### src/hw/rtl/hhbw_pkg.sv
// hhbw_pkg: shared types, constants and the field sequence of the header writer
// used by hhbw_ctrl, hhbw_datapath and the top level h264_header_bitstream_writer_unit
package hhbw_pkg;

  localparam logic [7:0] NAL_SPS      = 8'h67;
  localparam logic [7:0] NAL_PPS      = 8'h68;
  localparam logic [7:0] NAL_IDR      = 8'h25;
  localparam logic [7:0] NAL_P        = 8'h21;
  localparam logic [7:0] PROFILE_BASE = 8'h42;
  localparam logic [7:0] CONSTR_FLAGS = 8'hC0;
  localparam logic [7:0] LEVEL_30     = 8'h1e;
  localparam logic [7:0] SLICE_TYPE_I = 8'd2;
  localparam logic [7:0] SLICE_TYPE_P = 8'd5;
  localparam logic [5:0] QP_BASE      = 6'd26;

  localparam int ACC_W   = 48;
  localparam int CNT_W   = 6;
  localparam int CFG_W   = 13;
  localparam int STEP_W  = 5;

  typedef enum logic [1:0] {
    REG_FRAME_WIDTH  = 2'd0,
    REG_FRAME_HEIGHT = 2'd1,
    REG_QUANT_PARAM  = 2'd2
  } reg_idx_e;

  typedef enum logic [2:0] {
    SRC_BITS   = 3'd0,
    SRC_UE_LIT = 3'd1,
    SRC_UE_FNB = 3'd2,
    SRC_UE_WMB = 3'd3,
    SRC_UE_HMB = 3'd4,
    SRC_SE_DQ  = 3'd5,
    SRC_UE_IDR = 3'd6,
    SRC_FNUM   = 3'd7
  } fld_src_e;

  typedef struct packed {
    fld_src_e    src;
    logic        align;
    logic [7:0]  lit;
    logic [4:0]  len;
    logic        fin;
  } fld_t;

  typedef struct packed {
    logic load;
    logic push_req;
    logic drain;
    fld_t fld;
  } cmd_t;

  typedef struct packed {
    logic mode;
    logic is_i;
    logic push_taken;
    logic last_pop;
  } sts_t;

  function automatic fld_t mk_fld(input fld_src_e src, input logic align,
                                  input logic [7:0] lit, input logic [4:0] len,
                                  input logic fin);
    fld_t f;
    f.src   = src;
    f.align = align;
    f.lit   = lit;
    f.len   = len;
    f.fin   = fin;
    return f;
  endfunction

  // one header field per step
  function automatic fld_t seq_field(input logic mode, input logic is_i,
                                     input logic [STEP_W-1:0] step);
    fld_t f;
    f = mk_fld(SRC_BITS, 1'b0, 8'h00, 5'd0, 1'b0);
    if (!mode) begin
      case (step)
        5'd0, 5'd17:  f = mk_fld(SRC_BITS, 1'b0, 8'h00, 5'd24, 1'b0);
        5'd1, 5'd18:  f = mk_fld(SRC_BITS, 1'b0, 8'h01, 5'd8, 1'b0);
        5'd2:         f = mk_fld(SRC_BITS, 1'b0, NAL_SPS, 5'd8, 1'b0);
        5'd3:         f = mk_fld(SRC_BITS, 1'b0, PROFILE_BASE, 5'd8, 1'b0);
        5'd4:         f = mk_fld(SRC_BITS, 1'b0, CONSTR_FLAGS, 5'd8, 1'b0);
        5'd5:         f = mk_fld(SRC_BITS, 1'b0, LEVEL_30, 5'd8, 1'b0);
        5'd7, 5'd9:   f = mk_fld(SRC_UE_FNB, 1'b0, 8'h00, 5'd0, 1'b0);
        5'd10:        f = mk_fld(SRC_UE_LIT, 1'b0, 8'h01, 5'd0, 1'b0);
        5'd11:        f = mk_fld(SRC_BITS, 1'b0, 8'h00, 5'd1, 1'b0);
        5'd12:        f = mk_fld(SRC_UE_WMB, 1'b0, 8'h00, 5'd0, 1'b0);
        5'd13:        f = mk_fld(SRC_UE_HMB, 1'b0, 8'h00, 5'd0, 1'b0);
        5'd14:        f = mk_fld(SRC_BITS, 1'b0, 8'h01, 5'd1, 1'b0);
        5'd15, 5'd26, 5'd30:
                      f = mk_fld(SRC_BITS, 1'b0, 8'h00, 5'd3, 1'b0);
        5'd16:        f = mk_fld(SRC_BITS, 1'b1, 8'h00, 5'd0, 1'b0);
        5'd19:        f = mk_fld(SRC_BITS, 1'b0, NAL_PPS, 5'd8, 1'b0);
        5'd22:        f = mk_fld(SRC_BITS, 1'b0, 8'h00, 5'd2, 1'b0);
        5'd27, 5'd28: f = mk_fld(SRC_SE_DQ, 1'b0, 8'h00, 5'd0, 1'b0);
        5'd31:        f = mk_fld(SRC_BITS, 1'b1, 8'h00, 5'd0, 1'b1);
        default:      f = mk_fld(SRC_UE_LIT, 1'b0, 8'h00, 5'd0, 1'b0);
      endcase
    end else begin
      case (step)
        5'd0:    f = mk_fld(SRC_BITS, 1'b0, 8'h00, 5'd24, 1'b0);
        5'd1:    f = mk_fld(SRC_BITS, 1'b0, 8'h01, 5'd8, 1'b0);
        5'd2:    f = mk_fld(SRC_BITS, 1'b0, is_i ? NAL_IDR : NAL_P, 5'd8, 1'b0);
        5'd4:    f = mk_fld(SRC_UE_LIT, 1'b0, is_i ? SLICE_TYPE_I : SLICE_TYPE_P,
                            5'd0, 1'b0);
        5'd6, 5'd8:
                 f = mk_fld(SRC_FNUM, 1'b0, 8'h00, 5'd0, 1'b0);
        5'd7:    f = is_i ? mk_fld(SRC_UE_IDR, 1'b0, 8'h00, 5'd0, 1'b0)
                          : mk_fld(SRC_BITS, 1'b0, 8'h00, 5'd0, 1'b0);
        5'd9:    f = mk_fld(SRC_BITS, 1'b0, 8'h00, is_i ? 5'd2 : 5'd3, 1'b0);
        5'd10:   f = mk_fld(SRC_UE_LIT, 1'b0, 8'h00, 5'd0, 1'b1);
        default: f = mk_fld(SRC_UE_LIT, 1'b0, 8'h00, 5'd0, 1'b0);
      endcase
    end
    return f;
  endfunction

endpackage

### src/hw/rtl/hhbw_ctrl.sv
// hhbw_ctrl: sequencer that walks the header fields and issues one push a cycle while pushes are taken
// depends on hhbw_pkg
module hhbw_ctrl (
  input  logic          clk,
  input  logic          rst,
  input  logic          req_valid,
  output logic          req_ready,
  input  hhbw_pkg::sts_t sts,
  output hhbw_pkg::cmd_t cmd
);
  import hhbw_pkg::*;

  typedef enum logic [2:0] {
    ST_IDLE  = 3'b001,
    ST_EMIT  = 3'b010,
    ST_DRAIN = 3'b100
  } state_t;

  state_t              state, state_next;
  logic [STEP_W-1:0]   step, step_next;

  always_comb begin
    state_next = state;
    step_next  = step;
    cmd        = '0;
    req_ready  = 1'b0;
    case (state)
      ST_IDLE: begin
        req_ready = 1'b1;
        if (req_valid) begin
          cmd.load   = 1'b1;
          state_next = ST_EMIT;
          step_next  = '0;
        end
      end
      ST_EMIT: begin
        cmd.push_req = 1'b1;
        cmd.fld      = seq_field(sts.mode, sts.is_i, step);
        if (sts.push_taken) begin
          step_next = step + 1'b1;
          if (cmd.fld.fin) state_next = ST_DRAIN;
        end
      end
      ST_DRAIN: begin
        cmd.drain = 1'b1;
        if (sts.last_pop) state_next = ST_IDLE;
      end
      default: state_next = ST_IDLE;
    endcase
  end

  always_ff @(posedge clk) begin
    if (rst) begin
      state <= ST_IDLE;
      step  <= '0;
    end else begin
      state <= state_next;
      step  <= step_next;
    end
  end

endmodule

### src/hw/rtl/hhbw_datapath.sv
// hhbw_datapath: config registers, exp-golomb coder, bit packer and output register
// depends on hhbw_pkg; driven by hhbw_ctrl
module hhbw_datapath #(
  parameter int FRAME_NUM_BITS = 8
) (
  input  logic                          clk,
  input  logic                          rst,
  input  logic                          cfg_we,
  input  logic [1:0]                    cfg_index,
  input  logic [hhbw_pkg::CFG_W-1:0]    cfg_data,
  input  logic                          mode,
  input  logic [15:0]                   idr_id,
  input  logic [7:0]                    gop_frame_index,
  input  hhbw_pkg::cmd_t                cmd,
  output hhbw_pkg::sts_t                sts,
  output logic                          hdr_valid,
  input  logic                          hdr_ready,
  output logic [7:0]                    data_byte,
  output logic                          last,
  output logic [7:0]                    leftover_byte,
  output logic [2:0]                    leftover_count
);
  import hhbw_pkg::*;

  localparam logic [15:0] FNUM_MASK = 16'((32'd1 << FRAME_NUM_BITS) - 1);

  logic [CFG_W-1:0]  frame_width, frame_height;
  logic [5:0]        quant_param;
  logic              mode_q;
  logic [15:0]       idr_q;
  logic [7:0]        gop_q;
  logic [ACC_W-1:0]  acc, acc_next, acc_shift;
  logic [CNT_W-1:0]  cnt, cnt_next, cnt_pop;

  logic [8:0]        wmb, hmb;
  logic [6:0]        dq_mag;
  logic [15:0]       ue_arg;
  logic [16:0]       ue_x;
  logic [4:0]        ue_n;
  logic [32:0]       fval;
  logic [CNT_W-1:0]  flen;
  logic [3:0]        alen;
  logic [6:0]        sh;
  logic              out_free, pop, push, last_pop;

  // config registers
  always_ff @(posedge clk) begin
    if (rst) begin
      frame_width  <= CFG_W'(720);
      frame_height <= CFG_W'(576);
      quant_param  <= QP_BASE;
    end else if (cfg_we) begin
      case (reg_idx_e'(cfg_index))
        REG_FRAME_WIDTH:  frame_width  <= cfg_data;
        REG_FRAME_HEIGHT: frame_height <= cfg_data;
        REG_QUANT_PARAM:  quant_param  <= cfg_data[5:0];
        default: ;
      endcase
    end
  end

  always_ff @(posedge clk) begin
    if (cmd.load) begin
      mode_q <= mode;
      idr_q  <= idr_id;
      gop_q  <= gop_frame_index;
    end
  end

  // size in macroblocks minus one, small pictures count as one
  assign wmb = (frame_width[12:4] == '0) ? 9'd0 : frame_width[12:4] - 9'd1;
  assign hmb = (frame_height[12:4] == '0) ? 9'd0 : frame_height[12:4] - 9'd1;

  // signed qp offset mapped to code number, or the ue argument that the field's source selects
  always_comb begin
    if (quant_param <= QP_BASE) begin
      dq_mag = {1'b0, QP_BASE} - {1'b0, quant_param};
      ue_arg = 16'({dq_mag, 1'b0});
    end else begin
      dq_mag = {1'b0, quant_param} - {1'b0, QP_BASE};
      ue_arg = 16'({dq_mag, 1'b0}) - 16'd1;
    end
    case (cmd.fld.src)
      SRC_UE_LIT: ue_arg = 16'(cmd.fld.lit);
      SRC_UE_FNB: ue_arg = 16'(FRAME_NUM_BITS - 4);
      SRC_UE_WMB: ue_arg = 16'(wmb);
      SRC_UE_HMB: ue_arg = 16'(hmb);
      SRC_UE_IDR: ue_arg = idr_q;
      default: ;
    endcase
  end

  assign ue_x = 17'(ue_arg) + 17'd1;

  always_comb begin
    ue_n = '0;
    for (int i = 1; i < 17; i++) begin
      if (ue_x[i]) ue_n = 5'(i);
    end
  end

  // pop a byte only while more bits are sure to follow, or when draining
  assign out_free = !hdr_valid || hdr_ready;
  assign pop      = out_free && (cmd.drain ? (cnt >= CNT_W'(8)) : (cnt >= CNT_W'(16)));
  assign last_pop = pop && cmd.drain && (cnt < CNT_W'(16));
  assign cnt_pop  = pop ? cnt - CNT_W'(8) : cnt;
  assign acc_shift = pop ? {acc[ACC_W-9:0], 8'h00} : acc;
  assign push     = cmd.push_req && (cnt_pop < CNT_W'(16));
  assign alen     = 4'd8 - {1'b0, cnt_pop[2:0]};

  always_comb begin
    if (cmd.fld.align) begin
      flen = CNT_W'(alen);
      fval = 33'd1 << (alen - 4'd1);
    end else begin
      case (cmd.fld.src)
        SRC_BITS: begin
          flen = CNT_W'(cmd.fld.len);
          fval = 33'(cmd.fld.lit);
        end
        SRC_FNUM: begin
          flen = CNT_W'(FRAME_NUM_BITS);
          fval = 33'({8'h00, gop_q} & FNUM_MASK);
        end
        default: begin
          flen = CNT_W'({ue_n, 1'b1});
          fval = 33'(ue_x);
        end
      endcase
    end
  end

  assign sh = 7'(ACC_W) - 7'(cnt_pop) - 7'(flen);

  always_comb begin
    acc_next = acc_shift;
    cnt_next = cnt_pop;
    if (push) begin
      acc_next = acc_shift | (ACC_W'(fval) << sh);
      cnt_next = cnt_pop + flen;
    end
    if (cmd.load) begin
      acc_next = '0;
      cnt_next = '0;
    end
  end

  always_ff @(posedge clk) begin
    if (rst) begin
      cnt <= '0;
      acc <= '0;
    end else begin
      cnt <= cnt_next;
      acc <= acc_next;
    end
  end

  // output register
  always_ff @(posedge clk) begin
    if (rst) begin
      hdr_valid <= 1'b0;
    end else if (pop) begin
      hdr_valid <= 1'b1;
    end else if (hdr_ready) begin
      hdr_valid <= 1'b0;
    end
  end

  always_ff @(posedge clk) begin
    if (pop) begin
      data_byte      <= acc[ACC_W-1 -: 8];
      last           <= last_pop;
      leftover_byte  <= last_pop ? acc[ACC_W-9 -: 8] : 8'h00;
      leftover_count <= last_pop ? cnt[2:0] : 3'd0;
    end
  end

  assign sts.mode       = mode_q;
  assign sts.is_i       = (gop_q == 8'h00);
  assign sts.push_taken = push;
  assign sts.last_pop   = last_pop;

endmodule

### src/hw/rtl/h264_header_bitstream_writer_unit.sv
// h264_header_bitstream_writer_unit: top level of the sps/pps and slice header writer
// depends on hhbw_pkg, hhbw_ctrl and hhbw_datapath
//
//   channel   handshake              payload
//   request   req_valid / req_ready  mode, idr_id, gop_frame_index
//   header    hdr_valid / hdr_ready  data_byte, last, leftover_byte, leftover_count
//   config    cfg_we                 cfg_index, cfg_data
//
// a request is taken in idle, then one field per cycle goes through the bit packer while
// the packer has room (32 fields for the stream header, 11 for a slice header), then the
// drain state flushes the packer
// a field waits while 16 or more bits remain after the word of that cycle, and receiver
// stalls hold the output register and keep the packer from popping bytes
// synchronous reset restores the config defaults and returns to idle
module h264_header_bitstream_writer_unit #(
  parameter int FRAME_NUM_BITS = 8
) (
  input  logic                        clk,
  input  logic                        rst,
  input  logic                        cfg_we,
  input  logic [1:0]                  cfg_index,
  input  logic [hhbw_pkg::CFG_W-1:0]  cfg_data,
  input  logic                        req_valid,
  output logic                        req_ready,
  input  logic                        mode,
  input  logic [15:0]                 idr_id,
  input  logic [7:0]                  gop_frame_index,
  output logic                        hdr_valid,
  input  logic                        hdr_ready,
  output logic [7:0]                  data_byte,
  output logic                        last,
  output logic [7:0]                  leftover_byte,
  output logic [2:0]                  leftover_count
);
  import hhbw_pkg::*;

  cmd_t cmd;
  sts_t sts;

  hhbw_ctrl u_ctrl (
    .clk       (clk),
    .rst       (rst),
    .req_valid (req_valid),
    .req_ready (req_ready),
    .sts       (sts),
    .cmd       (cmd)
  );

  hhbw_datapath #(
    .FRAME_NUM_BITS (FRAME_NUM_BITS)
  ) u_dp (
    .clk             (clk),
    .rst             (rst),
    .cfg_we          (cfg_we),
    .cfg_index       (cfg_index),
    .cfg_data        (cfg_data),
    .mode            (mode),
    .idr_id          (idr_id),
    .gop_frame_index (gop_frame_index),
    .cmd             (cmd),
    .sts             (sts),
    .hdr_valid       (hdr_valid),
    .hdr_ready       (hdr_ready),
    .data_byte       (data_byte),
    .last            (last),
    .leftover_byte   (leftover_byte),
    .leftover_count  (leftover_count)
  );

  a_busy_after_req: assert property (@(posedge clk) disable iff (rst)
    (req_valid && req_ready) |=> !req_ready)
    else $error("request taken while a header is in progress");

  a_idle_after_last: assert property (@(posedge clk) disable iff (rst)
    sts.last_pop |=> (req_ready && hdr_valid && last))
    else $error("final word not followed by idle");

  a_tail_only_on_last: assert property (@(posedge clk) disable iff (rst)
    (hdr_valid && !last) |-> (leftover_count == 3'd0 && leftover_byte == 8'h00))
    else $error("leftover bits on a word that is not the last");

  a_no_push_while_drain: assert property (@(posedge clk) disable iff (rst)
    cmd.drain |-> !sts.push_taken)
    else $error("field pushed while draining");

endmodule
### config.mk
export PLATFORM = sky130hd
export DESIGN_NAME = h264_header_bitstream_writer_unit
export DESIGN_NICKNAME = d
export VERILOG_FILES = /design/src/hw/rtl/hhbw_pkg.sv /design/src/hw/rtl/hhbw_ctrl.sv /design/src/hw/rtl/hhbw_datapath.sv /design/src/hw/rtl/h264_header_bitstream_writer_unit.sv
export SDC_FILE = /design/constraint.sdc
export NUM_CORES = 1
export LEC_CHECK = 0
export BUFFER_PORTS_ARGS = -buffer_cell sky130_fd_sc_hd__buf_2
export CAP_MARGIN = 20
export CORE_ASPECT_RATIO = 0.9
export CORE_MARGIN = 2
export CORE_UTILIZATION = 36
export CTS_BUF_LIST = sky130_fd_sc_hd__clkbuf_4
export CTS_CLUSTER_DIAMETER = 100
export DETAILED_ROUTE_END_ITERATION = 12
export GPL_ROUTABILITY_DRIVEN = 0
export PLACE_DENSITY = 0.55
export SLEW_MARGIN = 25
export SYNTH_ARGS = -nofsm -noshare
export SYNTH_HDL_FRONTEND = slang
export SYNTH_SLANG_ARGS = --single-unit
### constraint.sdc
create_clock -name clk -period 8.1 [get_ports clk]
set_clock_uncertainty 0.05 [all_clocks]
set_input_delay 0.81 -clock clk [delete_from_list [all_inputs] [get_ports clk]]
set_output_delay 0.81 -clock clk [all_outputs]
set_load 0.02 [all_outputs]
== Word-level counts from Yosys, hierarchy flattened ==
Memories as Yosys holds them, arrays and structs flattened. A register that Yosys moved wholly into a read port is not among the register bits.
Index checks and enable logic that the tools add are counted.
Word-level totals
  register bits after elaboration: 140
  memory bits (read-only): 544
  bits of input ports: 45
  output and inout port bits: 22
  logic and storage cells: 135
  memories kept: 1
Memories
  (no name shown): depth 32, bits a word 17, rd ports 1, clocked after Yosys merged registers in 1, write ports 0, RTL line hhbw_pkg.sv:78  | case (step)
Cells by class
  add/sub/neg operators: 13
  order comparisons: 5
  eq/ne operators: 23
  shift operators: 2
  muxes and demuxes: 54
  bitwise gates (word level): 1
  reductions and logical operators: 21
Operators with widths (number)
  $pmux W18 S8: 1
  $mux W48: 2
  $pmux W16 S5: 1
  $mux W18: 4
  $or A48 B48 Y48: 1
  $shl A33 B7 Y48: 1
  $pmux W17 S2: 1
  $mux W33: 1
  $shl A1 B4 Y33 const A: 1
  $mux W4: 8
  $mux W3: 10
  $mux W5: 5
  $logic_not A9 Y1: 2
  $mux W6: 3
  $mux W9: 2
  $sub A9 B1 Y9 const B: 2
  $add A16 B1 Y17 const B: 1
  $mux W16: 1
  $eq A5 B3 Y1 const B: 3
  $eq A5 B4 Y1 const B: 3
  $eq A3 B3 Y1 const B: 4
  $lt A6 B5 Y1 const B: 2
  $pmux W6 S2: 1
  $mux W1: 10
  36 further kinds: 49

== Logic depth before layout (Yosys ltp) ==
  depth in word-level cells: 31
  gate-level depth with buffers: 35
  depth with buffers taken out: 33

== Hierarchy ==
A second synthesis with hierarchy kept.
Second synthesis, totals
  cell total of the unflattened synthesis: 1413
  area, all modules: 11456.0 sq um
Modules (own cells, without submodules)
  hhbw_datapath: times used 1, cells an instance 1204, area an instance 9789.4 sq um, sequential area each 2932.8 sq um
  hhbw_ctrl: times used 1, cells an instance 209, area an instance 1666.6 sq um, sequential area each 500.5 sq um

== Worst setup path after synthesis ==
Ideal clock, no wire load.
  path type: register to register
  from: register u_ctrl.step[0]
  to: register u_dp.acc[26]
  setup time: 0.058 ns
  arrival time: 6.573 ns
  required time: 7.992 ns
  setup slack: 1.419 ns
  stages on the path, launching flop included: 36
  buffers on the path: 2
  clock period less this slack: 6.681 ns
  cells stage by stage: dfxtp_1 -> inv_1 -> ha_1 -> nor2_1 -> or3_4 -> o211a_2 -> buf_2 -> o31ai_1 -> a22o_1 -> a21oi_1 -> ha_1 -> or3b_4 -> nor4_4 -> buf_4 -> nand2_1 -> xor2_1 -> o21ai_0 -> o21ai_0 -> a21oi_1 -> o41ai_1 -> ha_1 -> inv_1 -> ha_1 -> nor2_1 -> o21ai_0 -> a21oi_1 -> o21bai_1 -> a21oi_1 -> xnor2_1 -> nand2_1 -> nor2_1 -> nand2_1 -> nor2_1 -> nand2_1 -> o22ai_1 -> a31o_2
On the way
  word-level cells in the longest chain between the ends: 31
  elaborated cells between the ends (all ways): 47
  classes of those cells: add/sub: 2; eq/ne: 14; shift: 1; mux: 26; bitwise: 1; reduce/logical: 3
RTL lines
  start: declaration: RTL line hhbw_ctrl.sv:20  | logic [STEP_W-1:0] step, step_next;
  start signal: assignment: RTL line hhbw_ctrl.sv:58  | step <= step_next;
  $eq A5 B3 Y1 / $eq A5 B4 Y1 (equally long branches): RTL line hhbw_pkg.sv:101  | case (step)
  $reduce_or A2 Y1: RTL line hhbw_pkg.sv:101
  $pmux W18 S8 *: RTL line hhbw_pkg.sv:101
  $mux W18 *: RTL line hhbw_pkg.sv:77  | if (!mode) begin
  $mux W18 * (2 in a row): RTL line hhbw_ctrl.sv:27  | case (state)
  $eq A3 B3 Y1 (tied with other cells): RTL line hhbw_datapath.sv:83  | case (cmd.fld.src)
  $pmux W16 S5: RTL line hhbw_datapath.sv:83
  $add A16 B1 Y17: RTL line hhbw_datapath.sv:93  | assign ue_x = 17'(ue_arg) + 17'd1;
  (+7 left out)
  $mux W4 (8 in a row): RTL line hhbw_datapath.sv:98  | if (ue_x[i]) ue_n = 5'(i);
  $mux W5: RTL line hhbw_datapath.sv:98
  $pmux W6 S2: RTL line hhbw_datapath.sv:116  | case (cmd.fld.src)
  $mux W6: RTL line hhbw_datapath.sv:112  | if (cmd.fld.align) begin
  $sub A7 B6 Y7: RTL line hhbw_datapath.sv:133  | assign sh = 7'(ACC_W) - 7'(cnt_pop) - 7'(flen);
  $shl A33 B7 Y48 *: RTL line hhbw_datapath.sv:139  | acc_next = acc_shift | (ACC_W'(fval) << sh);
  $or A48 B48 Y48 *: RTL line hhbw_datapath.sv:139
  $mux W48 *: RTL line hhbw_datapath.sv:138  | if (push) begin
  end signal: assignment: RTL line hhbw_datapath.sv:154  | acc <= acc_next;
  end: declaration: RTL line hhbw_datapath.sv:32  | logic [ACC_W-1:0] acc, acc_next, acc_shift;
Mark *: on every way between the ends. The rest lies on a longest branch, timed or not. The select of a mux whose other input is x is not followed.
A chain may end at the register's enable or synchronous reset.

== Final worst setup path ==
  from: register u_ctrl.step[0]
  to: register u_dp.acc[28]
Same word-level chain as after synthesis.

==> flow_summary_export.csv <==
group,metric,value,unit
outcome,outcome,"finished, final reports clean",
die,dieArea,32800,sq um
power,power,2.96,mW
logic_synthesis,synth_cell_types,107,
clock_tree,clockRootBuffer,"clkbuf_4",
setup_path,r2r-end,"u_dp.acc[28]$_SDFF_PP0_",
route,drtIter0Drc,1350,
setup_path,crit_path_start_kind,"flip-flop",
clock_tree,cts_buffer_depth,2,
die,die_w,191,um
sta,rsz0062_at_grt,"no",
setup_path,max_stage_delay,0.63,ns
sta,hold_ws,0.315,ns
final_layout,nNetsFinal,1537,
logic_synthesis,synth_edf_count,45,
power,total_leakage_power,4.55,nW
die,ios,67,
route,finalWirelength,37600,um
logic_synthesis,synth_area_leader_cell,"dfxtp_1",
final_layout,drive_gt1_share,13.5,%
final_layout,final_common_cell,"nand2_1",
final_layout,regArea,3430,sq um
placed_design,placed_cells,1840,
setup_path,cp_slowest_cell,"nor4_4",
logic_synthesis,synth.net_count,1499,
clock_tree,htreeDepth,4,
setup_path,crit_fanout,14,
sta,finalSetupTns,0,ns
setup_path,worstSetupEndpointType,"flip-flop",
route,wl_per_cell,20.1,um
sta,period_share,92.4,%
route,drt_drc_violations_left,0,
final_layout,areaGrowthSynthToFinish,9.98,%
route,final_antenna_net_count,0,
power,pwr_density_cell,238,nW/um^2
setup_path,rr_worst_depth,27,
sta,tightestPinTransition,0.964,ns
clock_tree,cts_tree,"built",
sta,setup_violations,0,
logic_synthesis,async_reset_ff_share,0,%
setup_path,required,8.61,ns
sta,fin_crit,7.48,ns
clock_tree,clock_latency,0.62,ns
die,die_h,172,um
sta,hold_viol_final,0,
logic_synthesis,synthFlopType,"dfxtp_1",
setup_path,cp.depth,27,
clock_tree,cts_buffers,17,
setup_path,endpoint,"u_dp.acc[28]$_SDFF_PP0_",
setup_path,cpLargestDelayFamily,"simple AND/OR/NAND/NOR gates",
setup_path,timing.rr.start,"u_ctrl.step[0]$_SDFFE_PP0P_",
sta,slew_violations,0,
logic_synthesis,synthCells,1412,
global_routing,grt_max_degree,64,
route,firstDrtPassIters,7,
global_routing,grt-ovfl-total,0,
placed_design,portBuffers,66,
setup_path,worstSetupStartpoint,"u_ctrl.step[0]$_SDFFE_PP0P_",
logic_synthesis,ys_seq_area_share,30.4,%
global_routing,grt_pass1_vias,10400,
final_layout,fillers,3205,
sta,max_clock_freq,134,MHz
clock_tree,cts_sinks,149,
die,initial_core_util,36.6,%
final_layout,layout_common_cells,"167 x nand2_1, 154 x nor2_1, 104 x dfxtp_1, 79 x a21oi_1, 66 x buf_2",
final_layout,multi_input_area,7390,sq um
min_path,min_path_type,"in -> reg",
logic_synthesis,synth_seq_cells,149,
route,vias_per_cell,6.02,
power,ir_worst_vdd,0.270,mV
setup_path,critical_path_class,"reg -> reg",
final_layout,layout.cells.non_filler,1874,
setup_path,critPathMostFrequentCell,"nor2_1",
global_routing,antenna_found_initial,2,
placed_design,dp_hpwl,28700,um
run,cap_violations,0,
die,coreArea,30900,sq um
global_routing,grt_usage,23.1,%
logic_synthesis,synth.top_cell.area_share,18.4,%
sta,slew-limit-headroom,35.5,%
logic_synthesis,syn_area_per_cell,8.00,sq um
logic_synthesis,syn_area,11300,sq um
logic_synthesis,yosys-top-cells-area,"dfxtp_1 18%, edfxtp_1 12%, nand2_1 5.5%",
global_routing,grt_first_pass_wirelength,59100,um
die,rows,61,
logic_synthesis,yosys_warnings,0,
clock_tree,cts.clk_slew.worst_paths,0.15,ns
setup_path,arrival,7.99,ns
setup_path,rrSetupSlack,0.62,ns
min_path,whs_path_depth,1,
setup_path,critPathBufInv,2,
clock_tree,hold_buffers,0,
route,vias,11300,
[metrics by stage]
stage | cell area [sq um] | util [%] | setup slack (ns)
floorplan | 11300 | - | 1.42
global placement | 12100 | 39.1 | 0.659
detailed placement | 12100 | 39.1 | 0.491
CTS | 12400 | 40.1 | 0.482
global route | 12400 | 40.2 | 0.0268
finish | 12400 | 40.2 | 0.616
[per-layer routing]
metal | GRT usage (%) | wire [um] | up-vias
met2 | 33.5 | 15500 | 519
met4 | 6.07 | 629 | 0
li1 | - | - | 5369
met3 | 5.52 | 3250 | 55
met1 | 34.0 | 18200 | 5334
met5 | 0 | 0 | -
[worst reg2reg max path, delay by kind of cell, from the launching register on]
family / cells / cell delay [ns]
xor gates and xnor gates: 1 / 0.19
adders and majority gates: 3 / 1.07
buffers and inverters: 2 / 0.31
AOI/OAI and AO/OA: 8 / 2.19
and+or+nand+nor: 13 / 3.22
DFF: 1 / 0.42
[how the worst min path moves through the flow]
stage	from	to	slack, ns
after global routing	gop_frame_index[7]	u_dp.gop_q[7]$_DFFE_PP_	0.27
after floorplan	u_dp.acc[40]$_SDFF_PP0_	u_dp.data_byte[0]$_DFFE_PP_	0.36
after CTS	idr_id[15]	u_dp.idr_q[15]$_DFFE_PP_	0.29
after global placement	u_dp.acc[43]$_SDFF_PP0_	u_dp.data_byte[3]$_DFFE_PP_	0.37
final	gop_frame_index[5]	u_dp.gop_q[5]$_DFFE_PP_	0.31
after detailed placement	u_dp.acc[43]$_SDFF_PP0_	u_dp.data_byte[3]$_DFFE_PP_	0.37
[logic make-up after synthesis]
logic type	Yosys count	share of synthesized area [%]
flip-flops	149	30.4
multiplexers	49	4.89
AND/OR/NAND/NOR	556	24.5
buffers and inverters	130	4.67
adder cells (fa/ha/maj)	43	4.81
AO/OA/AOI/OAI	443	27.5
XOR/XNOR	42	3.26
[synth_stat cells (8+ instances only)]
cell,count
a31o_2,10
o211ai_1,19
and2_1,24
and4_1,8
nand2b_1,14
o31ai_1,13
xnor2_1,29
clkbuf_1,56
inv_1,49
a211o_1,15
xor2_1,13
dfxtp_1,104
o21ai_0,60
and3_1,9
a211oi_1,15
nor2b_1,12
nor2_1,155
a22o_1,10
a221oi_1,11
a21oi_1,79
a22oi_1,18
a31oi_1,48
mux2i_1,38
ha_1,41
or3_1,11
nand4_1,10
nor4_1,9
a21o_1,14
nand2_1,167
nor3_1,43
nand3_1,38
o22ai_1,30
edfxtp_1,45
or2_2,8
buf_2,8
buf_1,8
[cell type report]
| cell class | instances | share of cell area (%) |
|---|---|---|
| multi-input cells | 1133 | 59.5 |
| flip-flops and latches | 149 | 27.6 |
| repair buffers | 98 | 4.59 |
| well taps | 409 | 4.12 |
| inverters | 51 | 1.54 |
| clock inverters | 13 | 1.44 |
| clock buffers | 19 | 1.15 |
| diodes | 2 | 0.0403 |
[power by group]
group,internal [mW],switching (mW)
sequential,0.863,0.0441
clock,0.252,0.302
combinational,0.490,1.01
[what timing repair did]
| action | CTS | global route |
|---|---|---|
| endpoints found under the setup margin | 0 | 38 |
| setup buffers | 0 | 0 |
| gates resized for setup | 0 | 5 |
Power figures use the tool's default switching activity.
